File: config.mk
export PLATFORM = sky130hd
export DESIGN_NAME = sha256_byte_stream_hasher_flat
export DESIGN_NICKNAME = d
export VERILOG_FILES = /design/src/sha_bsh_pkg.sv /design/src/sha_bsh_if.sv /design/src/sha_bsh_ram.sv /design/src/sha_bsh_sched.sv /design/src/sha_bsh_core.sv /design/src/sha256_byte_stream_hasher.sv /design/src/flat_wrapper.sv
export SDC_FILE = /design/constraint.sdc
export NUM_CORES = 2
export LEC_CHECK = 0
export BUFFER_PORTS_ARGS = -buffer_cell sky130_fd_sc_hd__buf_2
export CORE_MARGIN = 2
export CORE_UTILIZATION = 58
export CTS_CLUSTER_SIZE = 40
export DETAILED_ROUTE_END_ITERATION = 12
export HOLD_SLACK_MARGIN = 0.12
export PLACE_DENSITY = 0.74
export SLEW_MARGIN = 30
export SYNTH_ARGS = -nofsm -noshare
export SYNTH_HDL_FRONTEND = slang
export SYNTH_HIERARCHICAL = 1
export SYNTH_SLANG_ARGS = --single-unit
File: constraint.sdc
create_clock -name clk -period 25.4 [get_ports clk]
set_input_delay 2.54 -clock clk [delete_from_list [all_inputs] [get_ports clk]]
set_output_delay 2.54 -clock clk [all_outputs]
set_load 0.05 [all_outputs]
File: src/sha_bsh_pkg.sv
// Shared types, round constants and helper functions for the SHA-256 byte stream hasher.
// No dependencies; the schedule, core and top-level files import this package.
package sha_bsh_pkg;

	localparam int unsigned BLK_WORDS = 16;
	localparam int unsigned BLK_AW    = 4;
	localparam int unsigned CNT_W     = 61;
	localparam int unsigned HASH_WORDS = 8;

	localparam logic [7:0] PAD_BYTE = 8'h80;

	typedef logic [31:0] word_t;
	typedef logic [HASH_WORDS-1:0][31:0] hash_t;

	// Control from the sequencer to the compression core.
	typedef struct packed {
		logic load;      // copy chain value into working variables
		logic round;     // run one round
		logic fold;      // add working variables into chain value
		logic reset_iv;  // return chain value to the initial hash
	} core_ctl_t;

	// Control from the sequencer to the message schedule.
	typedef struct packed {
		logic step;      // produce the next schedule word
		logic from_mem;  // take it from the block memory, not the recurrence
	} sched_ctl_t;

	localparam word_t H_INIT [HASH_WORDS] = '{
		32'h6a09e667, 32'hbb67ae85, 32'h3c6ef372, 32'ha54ff53a,
		32'h510e527f, 32'h9b05688c, 32'h1f83d9ab, 32'h5be0cd19
	};

	localparam word_t K_TAB [64] = '{
		32'h428a2f98, 32'h71374491, 32'hb5c0fbcf, 32'he9b5dba5,
		32'h3956c25b, 32'h59f111f1, 32'h923f82a4, 32'hab1c5ed5,
		32'hd807aa98, 32'h12835b01, 32'h243185be, 32'h550c7dc3,
		32'h72be5d74, 32'h80deb1fe, 32'h9bdc06a7, 32'hc19bf174,
		32'he49b69c1, 32'hefbe4786, 32'h0fc19dc6, 32'h240ca1cc,
		32'h2de92c6f, 32'h4a7484aa, 32'h5cb0a9dc, 32'h76f988da,
		32'h983e5152, 32'ha831c66d, 32'hb00327c8, 32'hbf597fc7,
		32'hc6e00bf3, 32'hd5a79147, 32'h06ca6351, 32'h14292967,
		32'h27b70a85, 32'h2e1b2138, 32'h4d2c6dfc, 32'h53380d13,
		32'h650a7354, 32'h766a0abb, 32'h81c2c92e, 32'h92722c85,
		32'ha2bfe8a1, 32'ha81a664b, 32'hc24b8b70, 32'hc76c51a3,
		32'hd192e819, 32'hd6990624, 32'hf40e3585, 32'h106aa070,
		32'h19a4c116, 32'h1e376c08, 32'h2748774c, 32'h34b0bcb5,
		32'h391c0cb3, 32'h4ed8aa4a, 32'h5b9cca4f, 32'h682e6ff3,
		32'h748f82ee, 32'h78a5636f, 32'h84c87814, 32'h8cc70208,
		32'h90befffa, 32'ha4506ceb, 32'hbef9a3f7, 32'hc67178f2
	};

	function automatic word_t rotr(input word_t x, input logic [4:0] n);
		return (x >> n) | (x << (6'd32 - {1'b0, n}));
	endfunction

	function automatic word_t big_sig0(input word_t x);
		return rotr(x, 5'd2) ^ rotr(x, 5'd13) ^ rotr(x, 5'd22);
	endfunction

	function automatic word_t big_sig1(input word_t x);
		return rotr(x, 5'd6) ^ rotr(x, 5'd11) ^ rotr(x, 5'd25);
	endfunction

	function automatic word_t small_sig0(input word_t x);
		return rotr(x, 5'd7) ^ rotr(x, 5'd18) ^ (x >> 3);
	endfunction

	function automatic word_t small_sig1(input word_t x);
		return rotr(x, 5'd17) ^ rotr(x, 5'd19) ^ (x >> 10);
	endfunction

	// Merge one byte into a big-endian block word; lane 0 starts a fresh word.
	function automatic word_t merge_byte(input word_t old, input logic [7:0] b,
			input logic [1:0] lane);
		word_t shifted;
		shifted = {24'd0, b} << {~lane, 3'b000};
		if (lane == 2'd0) begin
			return shifted;
		end
		return old | shifted;
	endfunction

endpackage

File: src/sha_bsh_if.sv
// Valid/ready channel interfaces for the byte input and the digest output.
// Depends on nothing.
interface sha_bsh_byte_if;
	logic       valid;
	logic       ready;
	logic [7:0] data_byte;
	logic       has_byte;
	logic       end_of_message;

	modport source (output valid, output data_byte, output has_byte,
		output end_of_message, input ready);
	modport sink (input valid, input data_byte, input has_byte,
		input end_of_message, output ready);
endinterface

interface sha_bsh_digest_if;
	logic        valid;
	logic        ready;
	logic [31:0] digest_word;
	logic [2:0]  word_index;
	logic        last_word;

	modport source (output valid, output digest_word, output word_index,
		output last_word, input ready);
	modport sink (input valid, input digest_word, input word_index,
		input last_word, output ready);
endinterface

File: src/sha_bsh_ram.sv
// Generic single-write, single-read synchronous RAM with registered read data.
// Depends on nothing.
module sha_bsh_ram #(
	parameter int unsigned WIDTH = 32,
	parameter int unsigned DEPTH = 16
) (
	input  logic                     clk,
	input  logic                     we,
	input  logic [$clog2(DEPTH)-1:0] waddr,
	input  logic [WIDTH-1:0]         wdata,
	input  logic [$clog2(DEPTH)-1:0] raddr,
	output logic [WIDTH-1:0]         rdata
);

	logic [WIDTH-1:0] mem [DEPTH];

	always_ff @(posedge clk) begin
		if (we) begin
			mem[waddr] <= wdata;
		end
		rdata <= mem[raddr];
	end

endmodule

File: src/sha_bsh_sched.sv
// Message schedule: sixteen-word history line that yields one schedule word per step.
// Depends on sha_bsh_pkg.
module sha_bsh_sched
	import sha_bsh_pkg::*;
(
	input  logic       clk,
	input  sched_ctl_t ctl,
	input  word_t      mem_word,
	output word_t      w
);

	word_t hist_q [BLK_WORDS];
	word_t w_q;
	word_t w_next;

	// hist_q[15] is the newest word, hist_q[0] the one sixteen steps back
	always_comb begin
		if (ctl.from_mem) begin
			w_next = mem_word;
		end else begin
			w_next = hist_q[0] + small_sig0(hist_q[1]) + hist_q[9] + small_sig1(hist_q[14]);
		end
	end

	always_ff @(posedge clk) begin
		if (ctl.step) begin
			for (int i = 0; i < BLK_WORDS - 1; i++) begin
				hist_q[i] <= hist_q[i+1];
			end
			hist_q[BLK_WORDS-1] <= w_next;
			w_q <= w_next;
		end
	end

	assign w = w_q;

endmodule

File: src/sha_bsh_core.sv
// Compression core: working variables, one round per cycle while ctl.round is set, and the chain value.
// Depends on sha_bsh_pkg.
module sha_bsh_core
	import sha_bsh_pkg::*;
(
	input  logic       clk,
	input  logic       arst_n,
	input  core_ctl_t  ctl,
	input  logic [5:0] round_idx,
	input  word_t      w,
	output hash_t      chain
);

	word_t chain_q [HASH_WORDS];
	word_t v_q [HASH_WORDS];
	word_t t1;
	word_t t2;

	always_comb begin
		t1 = v_q[7] + big_sig1(v_q[4]) + ((v_q[4] & v_q[5]) ^ (~v_q[4] & v_q[6]))
			+ K_TAB[round_idx] + w;
		t2 = big_sig0(v_q[0])
			+ ((v_q[0] & v_q[1]) ^ (v_q[0] & v_q[2]) ^ (v_q[1] & v_q[2]));
	end

	always_ff @(posedge clk) begin
		if (ctl.load) begin
			for (int i = 0; i < HASH_WORDS; i++) begin
				v_q[i] <= chain_q[i];
			end
		end else if (ctl.round) begin
			v_q[7] <= v_q[6];
			v_q[6] <= v_q[5];
			v_q[5] <= v_q[4];
			v_q[4] <= v_q[3] + t1;
			v_q[3] <= v_q[2];
			v_q[2] <= v_q[1];
			v_q[1] <= v_q[0];
			v_q[0] <= t1 + t2;
		end
	end

	always_ff @(posedge clk or negedge arst_n) begin
		if (!arst_n) begin
			for (int i = 0; i < HASH_WORDS; i++) begin
				chain_q[i] <= H_INIT[i];
			end
		end else if (ctl.reset_iv) begin
			for (int i = 0; i < HASH_WORDS; i++) begin
				chain_q[i] <= H_INIT[i];
			end
		end else if (ctl.fold) begin
			for (int i = 0; i < HASH_WORDS; i++) begin
				chain_q[i] <= chain_q[i] + v_q[i];
			end
		end
	end

	always_comb begin
		for (int i = 0; i < HASH_WORDS; i++) begin
			chain[i] = chain_q[i];
		end
	end

endmodule

File: src/sha256_byte_stream_hasher.sv
// SHA-256 over a byte stream. A byte word is accepted, then read-merged-written into the
// 16-word block RAM; no new byte is taken until that write is done. A full block is then
// compressed: RAM load overlapped with the 64 rounds, one round per cycle, then a fold.
// End of message: pad, zero-fill (a long tail compresses and starts a fresh block), length,
// compression, hand-off; the 8 digest words then leave one per cycle while ready is high.
// Reset: chain value to the initial hash, byte count zero; block RAM is not cleared.
module sha256_byte_stream_hasher
	import sha_bsh_pkg::*;
(
	input  logic                    clk,
	input  logic                    arst_n,
	sha_bsh_byte_if.sink            byte_in,
	sha_bsh_digest_if.source        digest_out
);

	// Sequencer states
	localparam logic [3:0] ST_IDLE   = 4'd0;
	localparam logic [3:0] ST_BYTE   = 4'd1;
	localparam logic [3:0] ST_PAD_RD = 4'd2;
	localparam logic [3:0] ST_PAD_WR = 4'd3;
	localparam logic [3:0] ST_ZERO   = 4'd4;
	localparam logic [3:0] ST_LEN_HI = 4'd5;
	localparam logic [3:0] ST_LEN_LO = 4'd6;
	localparam logic [3:0] ST_COMP   = 4'd7;
	localparam logic [3:0] ST_EMIT   = 4'd8;

	// Where to go once a compression finishes
	localparam logic [1:0] AFT_BYTE  = 2'd0;
	localparam logic [1:0] AFT_LONG  = 2'd1;
	localparam logic [1:0] AFT_FINAL = 2'd2;

	// Compression timeline, in cycles of ST_COMP
	localparam logic [6:0] CYC_LOAD       = 7'd1;
	localparam logic [6:0] CYC_RND_FIRST  = 7'd2;
	localparam logic [6:0] CYC_RND_LAST   = 7'd65;
	localparam logic [6:0] CYC_MEM_LAST   = 7'd16;
	localparam logic [6:0] CYC_SCHED_LAST = 7'd64;
	localparam logic [6:0] CYC_FOLD       = 7'd66;

	localparam logic [BLK_AW-1:0] ADDR_LEN_HI = 4'd14;
	localparam logic [BLK_AW-1:0] ADDR_LEN_LO = 4'd15;

	logic [3:0]       state_q;
	logic [1:0]       after_q;
	logic [6:0]       cyc_q;
	logic [4:0]       zi_q;
	logic             long_q;
	logic [CNT_W-1:0] byte_count_q;
	logic [7:0]       byte_q;
	logic             eom_q;

	logic              ram_we;
	logic [BLK_AW-1:0] ram_waddr;
	word_t             ram_wdata;
	logic [BLK_AW-1:0] ram_raddr;
	word_t             ram_rdata;

	core_ctl_t  core_ctl;
	sched_ctl_t sched_ctl;
	logic [6:0] round_off;
	word_t      sched_w;
	hash_t      chain;
	logic [63:0] bit_len;

	word_t      obuf_q [HASH_WORDS];
	logic [2:0] oidx_q;
	logic       out_busy_q;
	logic       in_fire;
	logic       out_fire;
	logic       emit_go;

	assign in_fire  = byte_in.valid && byte_in.ready;
	assign out_fire = digest_out.valid && digest_out.ready;
	assign emit_go  = (state_q == ST_EMIT) && !out_busy_q;
	assign bit_len  = {byte_count_q, 3'b000};

	// Take one item at a time; the block RAM is only touched by the sequencer
	assign byte_in.ready = (state_q == ST_IDLE);

	sha_bsh_ram #(
		.WIDTH (32),
		.DEPTH (BLK_WORDS)
	) u_ram (
		.clk   (clk),
		.we    (ram_we),
		.waddr (ram_waddr),
		.wdata (ram_wdata),
		.raddr (ram_raddr),
		.rdata (ram_rdata)
	);

	// RAM port steering
	always_comb begin
		ram_we    = 1'b0;
		ram_waddr = byte_count_q[5:2];
		ram_wdata = ram_rdata;
		ram_raddr = byte_count_q[5:2];
		case (state_q)
			ST_BYTE: begin
				ram_we    = 1'b1;
				ram_wdata = merge_byte(ram_rdata, byte_q, byte_count_q[1:0]);
			end
			ST_PAD_WR: begin
				ram_we    = 1'b1;
				ram_wdata = merge_byte(ram_rdata, PAD_BYTE, byte_count_q[1:0]);
			end
			ST_ZERO: begin
				ram_we    = !zi_q[4];
				ram_waddr = zi_q[3:0];
				ram_wdata = '0;
			end
			ST_LEN_HI: begin
				ram_we    = 1'b1;
				ram_waddr = ADDR_LEN_HI;
				ram_wdata = bit_len[63:32];
			end
			ST_LEN_LO: begin
				ram_we    = 1'b1;
				ram_waddr = ADDR_LEN_LO;
				ram_wdata = bit_len[31:0];
			end
			ST_COMP: begin
				ram_raddr = cyc_q[BLK_AW-1:0];
			end
			default: begin
			end
		endcase
	end

	// RAM read data feeds the schedule register, which feeds the rounds; each runs ahead of the next
	assign round_off = cyc_q - CYC_RND_FIRST;

	always_comb begin
		core_ctl.load     = (state_q == ST_COMP) && (cyc_q == CYC_LOAD);
		core_ctl.round    = (state_q == ST_COMP) && (cyc_q >= CYC_RND_FIRST)
			&& (cyc_q <= CYC_RND_LAST);
		core_ctl.fold     = (state_q == ST_COMP) && (cyc_q == CYC_FOLD);
		core_ctl.reset_iv = emit_go;
		sched_ctl.step     = (state_q == ST_COMP) && (cyc_q >= CYC_LOAD)
			&& (cyc_q <= CYC_SCHED_LAST);
		sched_ctl.from_mem = (cyc_q <= CYC_MEM_LAST);
	end

	sha_bsh_sched u_sched (
		.clk      (clk),
		.ctl      (sched_ctl),
		.mem_word (ram_rdata),
		.w        (sched_w)
	);

	sha_bsh_core u_core (
		.clk       (clk),
		.arst_n    (arst_n),
		.ctl       (core_ctl),
		.round_idx (round_off[5:0]),
		.w         (sched_w),
		.chain     (chain)
	);

	// Sequencer
	always_ff @(posedge clk or negedge arst_n) begin
		if (!arst_n) begin
			state_q      <= ST_IDLE;
			after_q      <= AFT_BYTE;
			cyc_q        <= '0;
			zi_q         <= '0;
			long_q       <= 1'b0;
			byte_count_q <= '0;
			eom_q        <= 1'b0;
		end else begin
			case (state_q)
				ST_IDLE: begin
					if (in_fire) begin
						eom_q <= byte_in.end_of_message;
						if (byte_in.has_byte) begin
							state_q <= ST_BYTE;
						end else if (byte_in.end_of_message) begin
							state_q <= ST_PAD_RD;
						end
					end
				end
				ST_BYTE: begin
					byte_count_q <= byte_count_q + CNT_W'(1);
					if (byte_count_q[5:0] == 6'h3f) begin
						// block full: compress before anything else
						state_q <= ST_COMP;
						after_q <= AFT_BYTE;
						cyc_q   <= '0;
					end else if (eom_q) begin
						state_q <= ST_PAD_RD;
					end else begin
						state_q <= ST_IDLE;
					end
				end
				ST_PAD_RD: begin
					state_q <= ST_PAD_WR;
				end
				ST_PAD_WR: begin
					zi_q    <= {1'b0, byte_count_q[5:2]} + 5'd1;
					long_q  <= (byte_count_q[5:3] == 3'd7);
					state_q <= ST_ZERO;
				end
				ST_ZERO: begin
					if (!zi_q[4]) begin
						zi_q <= zi_q + 5'd1;
					end else if (long_q) begin
						// no room for the length: compress, then a fresh zero block
						state_q <= ST_COMP;
						after_q <= AFT_LONG;
						cyc_q   <= '0;
					end else begin
						state_q <= ST_LEN_HI;
					end
				end
				ST_LEN_HI: begin
					state_q <= ST_LEN_LO;
				end
				ST_LEN_LO: begin
					state_q <= ST_COMP;
					after_q <= AFT_FINAL;
					cyc_q   <= '0;
				end
				ST_COMP: begin
					cyc_q <= cyc_q + 7'd1;
					if (cyc_q == CYC_FOLD) begin
						case (after_q)
							AFT_BYTE: begin
								state_q <= eom_q ? ST_PAD_RD : ST_IDLE;
							end
							AFT_LONG: begin
								zi_q    <= '0;
								long_q  <= 1'b0;
								state_q <= ST_ZERO;
							end
							AFT_FINAL: begin
								state_q <= ST_EMIT;
							end
							default: begin
								state_q <= ST_IDLE;
							end
						endcase
					end
				end
				ST_EMIT: begin
					// hold until the previous digest has drained
					if (!out_busy_q) begin
						byte_count_q <= '0;
						state_q      <= ST_IDLE;
					end
				end
				default: begin
					state_q <= ST_IDLE;
				end
			endcase
		end
	end

	always_ff @(posedge clk) begin
		if (in_fire) begin
			byte_q <= byte_in.data_byte;
		end
	end

	// Digest buffer: load all eight words, shift one out per handshake
	always_ff @(posedge clk) begin
		if (emit_go) begin
			for (int i = 0; i < HASH_WORDS; i++) begin
				obuf_q[i] <= chain[i];
			end
		end else if (out_fire) begin
			for (int i = 0; i < HASH_WORDS - 1; i++) begin
				obuf_q[i] <= obuf_q[i+1];
			end
		end
	end

	always_ff @(posedge clk or negedge arst_n) begin
		if (!arst_n) begin
			out_busy_q <= 1'b0;
			oidx_q     <= '0;
		end else if (emit_go) begin
			out_busy_q <= 1'b1;
			oidx_q     <= '0;
		end else if (out_fire) begin
			oidx_q <= oidx_q + 3'd1;
			if (oidx_q == 3'd7) begin
				out_busy_q <= 1'b0;
			end
		end
	end

	assign digest_out.valid       = out_busy_q;
	assign digest_out.digest_word = obuf_q[0];
	assign digest_out.word_index  = oidx_q;
	assign digest_out.last_word   = (oidx_q == 3'd7);

	// The compression counter never runs past the fold cycle
	a_comp_bound: assert property (@(posedge clk) disable iff (!arst_n)
		(state_q == ST_COMP) |-> (cyc_q <= CYC_FOLD))
		else $error("compression counter overran");

	// A byte that fills the block always starts a compression
	a_full_block: assert property (@(posedge clk) disable iff (!arst_n)
		(state_q == ST_BYTE && byte_count_q[5:0] == 6'h3f) |=> (state_q == ST_COMP))
		else $error("full block not compressed");

	// Handing off a digest fills the buffer and restarts the message
	a_emit: assert property (@(posedge clk) disable iff (!arst_n)
		emit_go |=> (out_busy_q && oidx_q == 3'd0 && state_q == ST_IDLE
			&& byte_count_q == '0))
		else $error("digest hand-off incomplete");

	// After the last digest word leaves, the output goes quiet
	a_last_word: assert property (@(posedge clk) disable iff (!arst_n)
		(out_fire && digest_out.last_word) |=> !digest_out.valid)
		else $error("digest output kept running after last word");

endmodule
File: src/flat_wrapper.sv
// flat-port wrapper written by rule: the top's interface ports become plain ports
module sha256_byte_stream_hasher_flat import sha_bsh_pkg::*;
  (clk, arst_n, byte_in_valid, byte_in_data_byte, byte_in_has_byte, byte_in_end_of_message, byte_in_ready, digest_out_valid, digest_out_digest_word, digest_out_word_index, digest_out_last_word, digest_out_ready);
  sha_bsh_byte_if byte_in_i ();
  sha_bsh_digest_if digest_out_i ();
  input  logic clk;
  input  logic arst_n;
  input wire logic [$bits(byte_in_i.valid)-1:0] byte_in_valid;
  input wire logic [$bits(byte_in_i.data_byte)-1:0] byte_in_data_byte;
  input wire logic [$bits(byte_in_i.has_byte)-1:0] byte_in_has_byte;
  input wire logic [$bits(byte_in_i.end_of_message)-1:0] byte_in_end_of_message;
  output wire logic [$bits(byte_in_i.ready)-1:0] byte_in_ready;
  output wire logic [$bits(digest_out_i.valid)-1:0] digest_out_valid;
  output wire logic [$bits(digest_out_i.digest_word)-1:0] digest_out_digest_word;
  output wire logic [$bits(digest_out_i.word_index)-1:0] digest_out_word_index;
  output wire logic [$bits(digest_out_i.last_word)-1:0] digest_out_last_word;
  input wire logic [$bits(digest_out_i.ready)-1:0] digest_out_ready;
  assign byte_in_i.valid = byte_in_valid;
  assign byte_in_i.data_byte = byte_in_data_byte;
  assign byte_in_i.has_byte = byte_in_has_byte;
  assign byte_in_i.end_of_message = byte_in_end_of_message;
  assign byte_in_ready = byte_in_i.ready;
  assign digest_out_valid = digest_out_i.valid;
  assign digest_out_digest_word = digest_out_i.digest_word;
  assign digest_out_word_index = digest_out_i.word_index;
  assign digest_out_last_word = digest_out_i.last_word;
  assign digest_out_i.ready = digest_out_ready;
  sha256_byte_stream_hasher u_core (.clk(clk), .arst_n(arst_n), .byte_in(byte_in_i), .digest_out(digest_out_i));
endmodule
---- After elaboration in Yosys (flattened, before gate mapping) ----
Memories as Yosys holds them, arrays and structs flattened. A register that Yosys moved wholly into a read port is not among the register bits.
Cells that the tools add are included.
storage, ports and cells
  bits in read-only memories .............. 2048
  memories ................................ 5
  memory bits (writable) .................. 1536
  latch bits .............................. 0
  output and inout bits ................... 38
  register bits after elaboration ......... 381
  input port bits ......................... 14
memories
  memory                 depth  bits a word  rd ports  clocked after memory_dff  wr ports  RTL line                         RTL
  (no name shown)        64     32           1         0                         0         sha_bsh_core.sv:21               + K_TAB[round_idx] + w;
  u_core.u_ram.mem       16     32           1         1                         1         sha_bsh_ram.sv:15                logic [WIDTH-1:0] mem [DEPTH];
  u_core.u_sched.hist_q  16     32           16        0                         16        sha_bsh_sched.sv:12              word_t hist_q [BLK_WORDS];
  u_core.obuf_q          8      32           8         0                         8         sha256_byte_stream_hasher.sv:65  word_t obuf_q [HASH_WORDS];
  u_core.u_core.v_q      8      32           8         0                         8         sha_bsh_core.sv:15               word_t v_q [HASH_WORDS];
cells by class
  reductions and logical operators ........ 32
  shift operators ......................... 2
  multiplexer cells ....................... 78
  multiply operators ...................... 0
  add/sub/neg operators ................... 24
  bitwise gates (word level) .............. 46
  div/mod/pow operators ................... 0
  $lt $le $gt $ge ......................... 6
  equal/unequal tests ..................... 24
operators by type and width
  kind                                            number
  2-to-1 mux 32 bit                               22
  adder 32 bit                                    18
  2-to-1 mux 256 bit                              2
  XOR 32 bit                                      9
  AND 32 bit                                      5
  case mux 32 bit (5 select lines)                1
  case mux 61 bit (2 select lines)                1
  bitwise OR 32 bit                               2
  adder 61 x 1 -> 61 bit (second input constant)  1
  2-to-1 mux 61 bit                               1
  case mux 4 bit (9 select lines)                 1
  2-to-1 mux 4 bit                                8
  inverter 32 bit                                 1
  bitwise OR 10 x 32 -> 32 bit                    1
  bitwise OR 13 x 32 -> 32 bit                    1
  bitwise OR 14 x 32 -> 32 bit                    1
  bitwise OR 15 x 32 -> 32 bit                    1
  bitwise OR 19 x 32 -> 32 bit                    1
  bitwise OR 21 x 32 -> 32 bit                    1
  bitwise OR 25 x 32 -> 32 bit                    1
  bitwise OR 26 x 32 -> 32 bit                    1
  bitwise OR 30 x 32 -> 32 bit                    1
  bitwise OR 7 x 32 -> 32 bit                     1
  << shifter 8 x 5 -> 32 bit                      1
  other kinds (51)                                129

---- Longest topological paths before layout ----
An unclocked memory read counts as a cell.
  word-level depth ........................ 10
  gate-level depth with buffers ........... 40
  gate-level depth less buffers ........... 37

---- Cells and area by module ----
The synthesis kept the hierarchy.
modules (own cells, without submodules)
  module                     instances  cells an instance  area an instance (µm²)
  sha_bsh_core               1          5222               45029.4
  sha_bsh_sched              1          1163               20372.0
  sha_bsh_ram                1          838                19835.3
  sha256_byte_stream_hasher  1          1340               16792.4

---- Worst setup path before layout ----
Ideal clock, no wire load.
  path type ............................... reg2reg
  from .................................... reg u_core.state_q[2]
  to ...................................... mem u_core/u_sched/hist_q[0][0] in the netlist's numbering, enable pin
  data arrival time ....................... 25.775 ns
  path buffers ............................ 2
  stages on the path, launching flop included .. 6
  setup slack ............................. -1.935 ns
  cells stage by stage .................... dfrtp_1 clkbuf_1 nor2b_1 nand2_1 clkbuf_1 a21oi_1
RTL lines
  what                    RTL line                          RTL
  start, declared         sha256_byte_stream_hasher.sv:43   logic [3:0] state_q;
  start signal, assigned  sha256_byte_stream_hasher.sv:228  state_q <= eom_q ? ST_PAD_RD : ST_IDLE;
  end, declared           sha_bsh_sched.sv:12

==> results by group <==
Status
  – Status: finished clean

Global route
  – Vias in the first global route: 67300
  – Met1 GRT Util: 0.481
  – Met3 Use GR: 0.0745
  – First-pass GRT wire length: 432000 µm
  – Gr usage total: 0.321
  – Largest net degree at the start of global routing: 154
  – Grt ovf: 0
  – Initial antenna violation count: 10
  – Gr busiest metal: met1
  – Met2 GRT Util: 0.470

Place
  – DP HPWL: 197000 µm
  – Final RePlAce weighted congestion: 0.979
  – Placement Cell Area: 0.105 mm²
  – PortBufs: 51

Synthesis
  – Syn Nets: 9175
  – Share of flip-flops with an asynchronous set or reset: 0.178
  – Largest area contributor in the netlist: edfxtp_1
  – Top FF cell, synth: edfxtp_1
  – Syn avg cell area: 11.9 µm²
  – Ys Warns: 6
  – Synthesized flop and latch total: 1917
  – Post-synth EDFFs: 1544
  – Register area share after synthesis: 0.546
  – Synth top area share: 0.454
  – Cell Area, Synth: 0.102 mm²
  – Mapped Cells: 8563
  – Top post-synthesis cells by area: edfxtp_1, dfrtp_1, ha_1, nand2_1, fa_1
  – Distinct cells, synth: 119

Hold path
  – HP Class: flip-flop to flip-flop
  – Hold Startpoint: u_core/u_sched/hist_q[12][24]

STA
  – Fin crit period: 10.51 ns
  – Worst Tran Pin Value: 1.14 ns
  – Final setup viols: 0
  – RSZ-0062 raised after global routing: false
  – Slew headroom: 0.235
  – Clk_skew: 0.0557 ns
  – Final hold violations: 0
  – Sum Neg Setup Slack: 0 ns
  – Final worst path period share: 0.414
  – Peak Freq: 95.1 MHz
  – Slew Limit Fails: 0

Setup path
  – Worst path slowest cell: buf_4
  – CP most frequent cell: a21o_1
  – R2R Path End: u_core/u_core/v_q[0][29]
  – Crit-path max FO: 69
  – Path depth of the worst reg2reg path: 36
  – CP arrival: 11.10 ns
  – Worst setup EP type: flip-flop
  – Reg-to-Reg Start: u_core/cyc_q[1]
  – Max stage delay on crit path: 0.72 ns
  – Crit path launch type: flip-flop
  – CP Launch Point: u_core/cyc_q[1]
  – R2R Setup Slk: 14.89 ns
  – Critical Path End: u_core/u_core/v_q[0][29]
  – WP data required: 25.99 ns
  – Crit path kind: flip-flop to flip-flop

Floorplanning
  – Die Wd: 423 µm
  – Site Rows: 153
  – Initial Util: 0.585
  – # IOs: 52
  – Die H: 423 µm
  – Die area: 0.179 mm²
  – Core ar.: 0.174 mm²

Final layout
  – Layout cells sized above 1: 0.122
  – Final instance area: 0.111 mm²
  – Area grow syn2layout: 8.95%
  – Area of the multi-input gates: 0.0430 mm²
  – Nets: 9110
  – Fillers: 13200
  – Sequential Area: 0.0557 mm²

Clock tree
  – Clk slew on worst S/H paths: 0.06 ns
  – H-tree depth: 4
  – Skew-Pair Late Insertion Delay: 0.87 ns
  – Hold-fix buffers at CTS: 0
  – Post-CTS Resized: 0
  – Inserted Clock Buffers: 198
  – Setup repair bufs after CTS: 0
  – CTS root buffer: clkbuf_16
  – CTS sink cnt: 1917
  – Clk buf depth: 3
  – CTS tree: yes

Run
  – Max Cap Viol: 0

Routing
  – Routed WL per cell: 26.4 µm
  – DRC: 0
  – 1st-pass router iterations: 11
  – Routed via count: 70200
  – Vias/cell: 6.38
  – Drt initial violations: 8925
  – Routed WL: 290000 µm
  – Antenna-violating nets left: 0
[cells in the final DEF (no fill, tap or decap), types with 202 or more instances in the layout]
cell and n:
a21oi_1 468, inv_1 452, nand2_1 1134, o21ai_0 346, dfrtp_1 205, xnor2_1 343, nor2_1 457, mux2_2 220
clkbuf_16 202, edfxtp_1 1544, ha_1 402, xor2_1 234
[stage by stage]
| stage | std cells | utilization | hold WS [ns] | setup WS [ns] |
|---|---|---|---|---|
| after global placement | 10600 | 0.599 | 0.400 | 15.24 |
| after floorplan | 8563 | - | 0.400 | 8.82 |
| after global routing | 11000 | 0.637 | 0.408 | 14.42 |
| final | 11000 | 0.637 | 0.411 | 14.89 |
| after CTS | 11000 | 0.637 | 0.405 | 15.17 |
| after detailed placement | 10600 | 0.600 | 0.405 | 15.21 |
[state kept, by name, summed over array words and instances (netlist names), 2 cells and up]
name,cells
u_core/u_ram/mem,512
u_core/u_sched/hist_q,480
u_core/obuf_q,256
u_core/u_core/chain,256
u_core/u_core/v_q,256
u_core/byte_count_q,61
u_core/u_ram/rdata,32
u_core/u_sched/w,32
u_core/byte_q,8
u_core/cyc_q,7
u_core/zi_q,5
u_core/state_q,4
u_core/digest_out.word_index,3
u_core/after_q,2
[area by class of cell]
| cell class | count | share of cell area |
|---|---|---|
| multi-input cells | 5752 | 0.387 |
| well taps | 2325 | 0.0262 |
| flip-flops and latches | 1917 | 0.501 |
| clock buffers | 261 | 0.0483 |
| diodes | 3 | 0.0000675 |
| clock inverters | 112 | 0.0101 |
| inverters | 460 | 0.0156 |
| repair buffers | 169 | 0.0116 |
[cell usage after synthesis (all sizes together), types with 205 or more instances]
master / number
o21ai: 461
mux2: 224
nand2: 1136
a21oi: 471
ha: 402
clkbuf: 309
inv: 455
edfxtp: 1544
xnor2: 344
nor2: 474
dfrtp: 205
xor2: 236
[critical path: cells and delay by family, from the launching register on]
| kind | cells | cell delay (ns) |
|---|---|---|
| simple gates | 2 | 0.19 |
| xor+xnor | 2 | 0.46 |
| fa+ha+maj | 6 | 2.56 |
| compound gates | 20 | 4.71 |
| flops | 1 | 0.45 |
| buf+inv | 6 | 1.83 |
[worst min-delay path by stage]
stage | end | slack [ns] | cells after the start
floorplan | u_core/u_sched/hist_q[10][0] | 0.40 | 0
global placement | u_core/u_sched/hist_q[7][5] | 0.40 | 0
detailed placement | u_core/u_sched/hist_q[10][29] | 0.40 | 0
CTS | u_core/u_sched/hist_q[11][20] | 0.40 | 0
global route | u_core/u_sched/hist_q[12][7] | 0.41 | 0
finish | u_core/u_sched/hist_q[11][24] | 0.41 | 0
[logic make-up (layout without fill, tap and decap cells)]
family | Yosys count | count (layout) | synth area share
AOI/OAI and AO/OA | 1808 | 1808 | 0.115
DFF | 1917 | 1917 | 0.546
xor gates and xnor gates | 582 | 582 | 0.0502
buffers and inverters | 894 | 1002 | 0.0349
other | 0 | 3 | 0
and+or+nand+nor | 2318 | 2318 | 0.103
muxes | 443 | 443 | 0.0627
adders and majority gates | 601 | 601 | 0.0880
[layer usage]
| metal | vias up | share of wire |
|---|---|---|
| li1 | 31000 | - |
| met1 | 35100 | 0.42 |
| met2 | 3619 | 0.44 |
| met3 | 516 | 0.11 |
| met4 | 8 | 0.027 |
| met5 | - | 0.00019 |
Power is left out: the tool's default activity adds up to more than one toggle a clock period on the data nets, which glitch-free logic cannot reach.
